<file path="src/s2cd_pkg.sv">
// Shared types and constants for the serial-to-CAN command deframer.
// No dependencies; the top level refers to everything by scoped name.
package s2cd_pkg;

    localparam int FRAME_BUFFER_DEPTH = 16;
    localparam int COUNT_W            = 5;
    localparam int CHECK_AT           = 6;
    localparam int MAX_DATA_LEN       = 7;
    localparam int STD_OVERHEAD       = 6;
    localparam int EXT_OVERHEAD       = 8;
    localparam int MAX_FRAME_BYTES    = EXT_OVERHEAD + MAX_DATA_LEN;

    localparam logic [7:0] MODE_STANDARD = 8'd0;
    localparam logic [7:0] MODE_EXTENDED = 8'd1;

    typedef enum logic [1:0] {
        STATUS_TAKEN      = 2'd0,
        STATUS_COMPLETE   = 2'd1,
        STATUS_BAD_MODE   = 2'd2,
        STATUS_BAD_LENGTH = 2'd3
    } status_t;

endpackage

</file>
<file path="src/serial_to_can_command_deframer.sv">
// Serial-to-CAN command deframer: collects serial bytes into command frames and decodes them.
// Depends on s2cd_pkg for frame constants and status codes.
// Each input transfer's result is registered and appears on the m_ channel in the following cycle.
// Throughput: one byte per cycle; s_ready drops while a result is held and m_ready is low,
// and while reset is asserted.
// Reset (aresetn low, synchronous): byte count, send counter and output valid clear.
module serial_to_can_command_deframer #(
    parameter int FRAME_BUFFER_DEPTH = s2cd_pkg::FRAME_BUFFER_DEPTH
) (
    input  logic        aclk,
    input  logic        aresetn,
    input  logic        s_valid,
    output logic        s_ready,
    input  logic [7:0]  s_rx_byte,
    output logic        m_valid,
    input  logic        m_ready,
    output logic [1:0]  m_status,
    output logic        m_extended_id,
    output logic [31:0] m_can_id,
    output logic [3:0]  m_can_length,
    output logic [63:0] m_can_payload,
    output logic [15:0] m_repeat_interval,
    output logic        m_repeat_enable
);

    localparam int IDX_W = $clog2(FRAME_BUFFER_DEPTH);
    localparam int CNT_W = s2cd_pkg::COUNT_W;

    // Frame store: written at the running byte index, read only at fixed places.
    logic [7:0]       frame_reg [FRAME_BUFFER_DEPTH];
    logic [7:0]       last_byte_reg;
    logic [CNT_W-1:0] count_reg, count_next;
    logic [7:0]       send_counter_reg, send_counter_next;

    // Result register
    logic                m_valid_reg;
    s2cd_pkg::status_t   status_reg, status_next;
    logic                ext_reg, ext_next;
    logic [31:0]         id_reg, id_next;
    logic [3:0]          len_reg, len_next;
    logic [63:0]         payload_reg, payload_next;
    logic [15:0]         interval_reg, interval_next;
    logic                rep_reg, rep_next;

    logic             s_fire;
    logic [CNT_W-1:0] count_eff;
    logic [CNT_W-1:0] count_inc;
    logic [IDX_W-1:0] wr_idx;
    logic [7:0]       mode_byte;
    logic [7:0]       len_byte;
    logic             is_ext;
    logic [2:0]       dlen;
    logic [CNT_W-1:0] total;
    logic [7:0]       pl_byte;

    // Accept while the result register is empty or being drained this cycle; hold off in reset.
    assign s_ready = aresetn && (!m_valid_reg || m_ready);
    assign s_fire  = s_valid && s_ready;

    // Restart the collector if it ever runs full (cannot happen with legal depth).
    assign count_eff = ({1'b0, count_reg} >= (CNT_W + 1)'(FRAME_BUFFER_DEPTH)) ?
                       '0 : count_reg;
    assign count_inc = count_eff + CNT_W'(1);
    assign wr_idx    = count_eff[IDX_W-1:0];

    // Mode is always stored by the time the check runs; the extended length byte
    // may be the one arriving right now, so bypass it from the input.
    assign mode_byte = frame_reg[0];
    assign is_ext    = (mode_byte == s2cd_pkg::MODE_EXTENDED);
    assign len_byte  = is_ext ? ((count_eff == CNT_W'(5)) ? s_rx_byte : frame_reg[5])
                              : frame_reg[3];
    assign dlen      = len_byte[2:0];
    assign total     = is_ext ? CNT_W'(s2cd_pkg::EXT_OVERHEAD) + CNT_W'(dlen)
                              : CNT_W'(s2cd_pkg::STD_OVERHEAD) + CNT_W'(dlen);

    always_comb begin
        count_next        = count_inc;
        send_counter_next = send_counter_reg;
        status_next       = s2cd_pkg::STATUS_TAKEN;
        ext_next          = 1'b0;
        id_next           = '0;
        len_next          = '0;
        payload_next      = '0;
        interval_next     = '0;
        rep_next          = 1'b0;
        pl_byte           = '0;

        if (count_inc >= CNT_W'(s2cd_pkg::CHECK_AT)) begin
            if (!(mode_byte inside {s2cd_pkg::MODE_STANDARD, s2cd_pkg::MODE_EXTENDED})) begin
                // Drop: unknown mode
                status_next = s2cd_pkg::STATUS_BAD_MODE;
                count_next  = '0;
            end else if (len_byte > 8'(s2cd_pkg::MAX_DATA_LEN)) begin
                // Drop: payload too long
                status_next = s2cd_pkg::STATUS_BAD_LENGTH;
                count_next  = '0;
            end else if (count_inc >= total) begin
                status_next = s2cd_pkg::STATUS_COMPLETE;
                count_next  = '0;
                ext_next    = is_ext;
                id_next     = is_ext ? {frame_reg[1], frame_reg[2], frame_reg[3], frame_reg[4]}
                                     : {16'd0, frame_reg[1], frame_reg[2]};
                // Payload bytes sit at fixed offsets after the identifier; the
                // rolling counter goes right after the last one.
                for (int i = 0; i < 8; i++) begin
                    pl_byte = '0;
                    if (i < 7 && 3'(i) < dlen) begin
                        pl_byte = is_ext ? frame_reg[6 + i] : frame_reg[4 + i];
                    end else if (i == 32'(dlen)) begin
                        pl_byte = send_counter_reg;
                    end
                    payload_next[8*i +: 8] = pl_byte;
                end
                // Interval is the previous byte and the one arriving now.
                interval_next     = {last_byte_reg, s_rx_byte};
                rep_next          = ({last_byte_reg, s_rx_byte} != 16'd0);
                len_next          = 4'(dlen) + 4'd1;
                send_counter_next = send_counter_reg + 8'd1;
            end
        end
    end

    // Frame store and last byte: payload only, no reset.
    always_ff @(posedge aclk) begin
        if (s_fire) begin
            frame_reg[wr_idx] <= s_rx_byte;
            last_byte_reg     <= s_rx_byte;
        end
    end

    // Collector control state and result valid flag.
    always_ff @(posedge aclk) begin
        if (!aresetn) begin
            count_reg        <= '0;
            send_counter_reg <= '0;
            m_valid_reg      <= 1'b0;
        end else begin
            if (s_fire) begin
                count_reg        <= count_next;
                send_counter_reg <= send_counter_next;
                m_valid_reg      <= 1'b1;
            end else if (m_ready) begin
                m_valid_reg <= 1'b0;
            end
        end
    end

    always_ff @(posedge aclk) begin
        if (s_fire) begin
            status_reg   <= status_next;
            ext_reg      <= ext_next;
            id_reg       <= id_next;
            len_reg      <= len_next;
            payload_reg  <= payload_next;
            interval_reg <= interval_next;
            rep_reg      <= rep_next;
        end
    end

    assign m_valid           = m_valid_reg;
    assign m_status          = status_reg;
    assign m_extended_id     = ext_reg;
    assign m_can_id          = id_reg;
    assign m_can_length      = len_reg;
    assign m_can_payload     = payload_reg;
    assign m_repeat_interval = interval_reg;
    assign m_repeat_enable   = rep_reg;

`ifndef SYNTHESIS
    // The collector never holds a whole frame's worth of bytes.
    assert property (@(posedge aclk) disable iff (!aresetn)
        count_reg < CNT_W'(s2cd_pkg::MAX_FRAME_BYTES))
        else $error("byte count reached full frame size");

    // A completed frame carries one to eight payload bytes.
    assert property (@(posedge aclk) disable iff (!aresetn)
        (m_valid_reg && status_reg == s2cd_pkg::STATUS_COMPLETE) |->
        (len_reg != 4'd0 && len_reg <= 4'd8))
        else $error("completed frame with bad length");

    // Anything but a completed frame reports all-zero decode fields.
    assert property (@(posedge aclk) disable iff (!aresetn)
        (m_valid_reg && status_reg != s2cd_pkg::STATUS_COMPLETE) |->
        (!ext_reg && id_reg == '0 && len_reg == '0 && payload_reg == '0 &&
         interval_reg == '0 && !rep_reg))
        else $error("decode fields set on incomplete frame");

    // Each completed frame advances the send counter by one.
    assert property (@(posedge aclk) disable iff (!aresetn)
        (s_fire && status_next == s2cd_pkg::STATUS_COMPLETE) |=>
        (send_counter_reg == $past(send_counter_reg) + 8'd1))
        else $error("send counter did not advance");

    // Repeat flag follows the interval.
    assert property (@(posedge aclk) disable iff (!aresetn)
        m_valid_reg |-> (rep_reg == (interval_reg != 16'd0)))
        else $error("repeat flag disagrees with interval");
`endif

endmodule
</file>
<file path="config.mk">
export PLATFORM = sky130hd
export DESIGN_NAME = serial_to_can_command_deframer
export DESIGN_NICKNAME = d
export VERILOG_FILES = /design/src/s2cd_pkg.sv /design/src/serial_to_can_command_deframer.sv
export SDC_FILE = /design/constraint.sdc
export NUM_CORES = 1
export LEC_CHECK = 0
export BUFFER_PORTS_ARGS = -buffer_cell sky130_fd_sc_hd__buf_2
export CAP_MARGIN = 20
export CORE_ASPECT_RATIO = 1.25
export CORE_MARGIN = 1.5
export CORE_UTILIZATION = 39
export CTS_BUF_LIST = sky130_fd_sc_hd__clkbuf_16
export CTS_CLUSTER_DIAMETER = 60
export DETAILED_ROUTE_END_ITERATION = 10
export SLEW_MARGIN = 30
export SYNTH_ARGS = -nofsm -noshare
export SYNTH_HDL_FRONTEND = slang
export SYNTH_SLANG_ARGS = --single-unit
export TNS_END_PERCENT = 10
</file>
<file path="constraint.sdc">
create_clock -name aclk -period 17.1 [get_ports aclk]
set_clock_uncertainty 0.05 [all_clocks]
set_input_delay 3.42 -clock aclk [delete_from_list [all_inputs] [get_ports aclk]]
set_output_delay 3.42 -clock aclk [all_outputs]
set_load 0.05 [all_outputs]
</file>
# After elaboration in Yosys (flattened, before gate mapping)
# Memory sizes are Yosys's and may differ from the RTL's.
# Index checks and enable logic that the tools add are counted.
# totals
word_cells	97
output_inout_bits	122
n_memories	1
ff_bits	142
ramBits	128
inputBits	12
# op_classes
bitwise	6
order_cmp	11
n_eq_ne	9
muxes	37
addsub	5
n_reduce_logical	14
# memory_table
name	words	width	rd	rd_clocked_by_memory_dff	wr	line_no	text
frame_reg	16	8	13	0	1	serial_to_can_command_deframer.sv:30	logic [7:0] frame_reg [FRAME_BUFFER_DEPTH];
# ops
cell	n
$mux W8	23
$mux W5	6
$mux W16	1
$reduce_bool A16 Y1	1
$eq A3 B3 Y1 const A	4
$reduce_or A5 Y1	2
$lt A3 B3 Y1 const A	3
$add A8 B1 Y8 const B	1
$eq A8 B1 Y1 const B	1
$gt A8 B3 Y1 const B	1
$logic_not A8 Y1	1
$eq A2 B3 Y1 const A	2
$lt A1 B3 Y1 const A	2
$lt A2 B3 Y1 const A	2
$not A1 Y1	6
$add A4 B3 Y5 const A	1
$add A5 B1 Y5 const B	1
$eq A5 B3 Y1 const B	1
$ge A5 B3 Y1 const B	1
$ge A5 B5 Y1	1
$ge A5 B5 Y1 const B	1
$mux W1	5
$reduce_and A5 Y1	1
$add A3 B1 Y4 const B	1
other kinds (10)	13

# Logic depth before layout (Yosys ltp)
# logic_depth
depth_word	12
mapped_depth	22

# Worst setup path after synthesis
# OpenSTA, ideal clock, no wires.
# synth_path
path_kind	input port to flip-flop
startpoint	input aresetn
endpoint	memory frame_reg[10][0], enable pin
t_required_ns	16.655
path_stages	7
path_buffers	2
t_arrival_ns	8.445
path_slack_ns	8.211
setup_time_ns	0.395
cell_sequence	clkbuf_1 and2_1 nand2_1 clkbuf_1 inv_1 nand2_1 nor4_1
# synth_via
elab_chain_cells	4
# synth_rtl
element	line_no	text
start, declared	serial_to_can_command_deframer.sv:11	input logic aresetn,
$logic_and A1 B1 Y1	serial_to_can_command_deframer.sv:57	assign s_ready = aresetn && (!m_valid_reg || m_ready);
via s_ready	serial_to_can_command_deframer.sv:13	output logic s_ready,
$logic_and A1 B1 Y1	serial_to_can_command_deframer.sv:58	assign s_fire = s_valid && s_ready;
via s_fire	serial_to_can_command_deframer.sv:45	logic s_fire;
$mux W1	serial_to_can_command_deframer.sv:125	if (s_fire) begin
$mux W1 (implied by the code)	serial_to_can_command_deframer.sv:126	frame_reg[wr_idx] <= s_rx_byte;
end, declared	serial_to_can_command_deframer.sv:30	
# The timed path passes the listed nets, and every way through them passes these cells.

# Worst setup path after layout
# layout_path
startpoint	input aresetn
endpoint	output s_ready
# layout_via
elab_chain_cells	1
# layout_rtl
element	line_no
$logic_and A1 B1 Y1	serial_to_can_command_deframer.sv:57
end, declared	serial_to_can_command_deframer.sv:13
# No other way between the ends.

==> metrics.txt <==
Worst Hold Path Cells 2; synthesized area per cell between 10 and 15 um^2; Compound-Gate Fraction of Synth Area 9.98%; CP most frequent cell buf_2; htree depth 1; Clock Latency Late Sink 0.53 ns; fmax approximately 0.13 GHz; most common cell in the synthesized netlist edfxtp_1; setup bufs post-CTS 0; die width between 150 and 200 um; Cell variety after synth 55; Layout Nets 971; largest family of logic cells by synthesized area simple AND/OR/NAND/NOR gates; vias per cell around 5.4; Placed Area 11600 um^2; row cnt 67; Synth Area in Adders approximately 1.5%; Max stage delay cell, worst path buf_2; fill count approximately 2500; final std cells w/o fill ~1300; GRT Residual Overflow 0; register area share after synthesis about two thirds; final slew viol count 0; top_reg_cell synth edfxtp_1; DRC Markers 0; status completed; CP Buf/Inv Count 2; Crit path depth 3; Clock Tree Root clkbuf_16; Post-Place Cells 1264; Tmin final between 7 and 8 ns; Mapped Nets between 800 and 900; crit-path cells buf_2 > and2_1 > buf_2; max incr delay on CP 0.27 ns; FF-to-FF path depth 16; Finished Cell Area roughly 12000 um^2; Hold Buf Count CTS 0; Req. time, crit path approximately 14 ns; largest net degree at the start of global routing 83; Finish-stage setup viols 0; CP endpoint kind output port; Max-Cap Viols 0; PD cells 102 nW/um^2; top post-synthesis cells by area edfxtp_1, nand2_1, a21oi_1; First-pass DRT Iterations 5; total die area about 28000 um^2; GPL Wtd Cong 0.830; Yosys top cell by area edfxtp_1; first-pass GRT wire length between 40000 and 50000 um; cts repair resizes 0; Synth Cell Area roughly 11000 um^2; top post-synthesis cells by count edfxtp_1, nand2_1, a21oi_1; Post-Synth XOR/XNOR Area 0.164%; GRT Util Overall 19.9%; Mapped Cells between 800 and 900; Syn. warnings 0; Final Hold Fails 0; Synth Register Bits 246; Max FO, Critical Path 9; setup_tns 0 ns; via count roughly 7000; vias in the first global route around 6800; Initial Util roughly 40%; leakage power approximately 0.0045 uW; RSZ-0062 raised after global routing no; antenna violations before repair 0; Post-Synth Simple-Gate Area 14.3%; Layout area overhead 16.1%; Core Util, Final between 40% and 50%; drt initial violations around 700; CTS Buf Count 25; critical path type primary input to output port; Buffers on Ports roughly 130; CP startpoint kind primary input; max reg flops about 100; routed len/inst approximately 21 um; delay-heaviest family, CP buffers and inverters; clock slew at reported path FFs ~0.060 ns; clock buffer depth 3; Post-DP HPWL roughly 18000 um; num ports approximately 130; worst vdd ir roughly 0.000052 V; core area 26800 um^2; asr flop ratio synth 0%; Die Y-Extent around 190 um; crit share post-route between 40% and 50%; top cell type's share of synthesized area 65.4%; remaining antenna violation count 0; critical hold path startpoint m_valid; number of synthesized flops with an enable pin between 200 and 250; TritonCTS clock tree done; Worst EP arrival roughly 4.1 ns; Ant. Diodes 0; Slew @ Worst Pin about 0.94 ns; multiplexer share of the synthesized area under 10%; Setup crit start aresetn; # clock sinks around 250; drt total wl about 28000 um; RR Startpoint frame_reg[0][5]; Slew Limit Headroom a little under two fifths; share of cells above drive strength 1 22.2%; Hold Crit Class register to register
-- tightest hold or removal path, stage by stage (launching register included) --
cell	delay [ns]
dfxtp_1	0.31
nand2b_1	0.08
a21oi_1	0.06
-- logic make-up (layout without fill, tap and decap cells) --
family | Yosys count | after routing
flops | 246 | 246
compound gates | 157 | 157
buf+inv | 75 | 205
xor+xnor | 2 | 2
mux | 29 | 29
simple gates | 310 | 310
fa+ha+maj | 13 | 13
-- layout by cell type (no fill, tap or decap), types with 9 or more instances in the layout --
master	netlist	layout
mux2i_1	26	26
a2111oi_2	9	9
a21oi_1	84	84
buf_4	4	12
nand2_1	141	140
edfxtp_1	232	232
inv_1	14	19
buf_2	11	133
a211oi_1	18	17
o21ai_0	13	13
and3_1	28	28
clkbuf_16	0	25
and2_1	24	23
ha_1	13	13
nor2_1	46	45
dfxtp_1	14	14
nand3_1	27	27
-- power by group --
part / internal, uW / switching, uW / leakage [uW]
clock: 279 / 225 / 0.000383
combinational: 12.7 / 64.0 / 0.00180
sequential: 671 / 5.41 / 0.00227
-- cell type report --
type | instances | area (um^2) | area share [%]
timing repair buffer | 146 | 767 | 6.20
clock inverter | 18 | 111 | 0.901
tap | 345 | 432 | 3.49
multi-input combinational | 511 | 3120 | 25.2
inverter | 16 | 65.1 | 0.526
clock buffer | 25 | 626 | 5.06
sequential | 246 | 7250 | 58.6
-- worst paths after layout --
path                  endpoint  slack [ns]
max                    s_ready        9.54
min                    m_valid        0.45
max reg2reg  m_can_payload[45]       11.44
min reg2reg            m_valid        0.45
-- routing by layer --
| layer | GRT usage, % | routed length [um] | up-vias |
|---|---|---|---|
| li1 | - | - | 3311 |
| met1 | 27.3 | 12100 | 3440 |
| met2 | 32.7 | 13600 | 245 |
| met3 | 2.51 | 1540 | 43 |
| met4 | 6.35 | 736 | 0 |
| met5 | 0 | 0 | - |
-- per-stage QoR --
stage / hold slack, ns / setup WS, ns / power (uW)
after floorplan: 0.418 / 8.21 / 742
after global placement: 0.428 / 9.22 / 766
after detailed placement: 0.444 / 9.46 / 767
after CTS: 0.454 / 9.55 / 1270
after global routing: 0.490 / 9.50 / 1290
final: 0.447 / 9.54 / 1260
(Power assumes the default switching activity.)
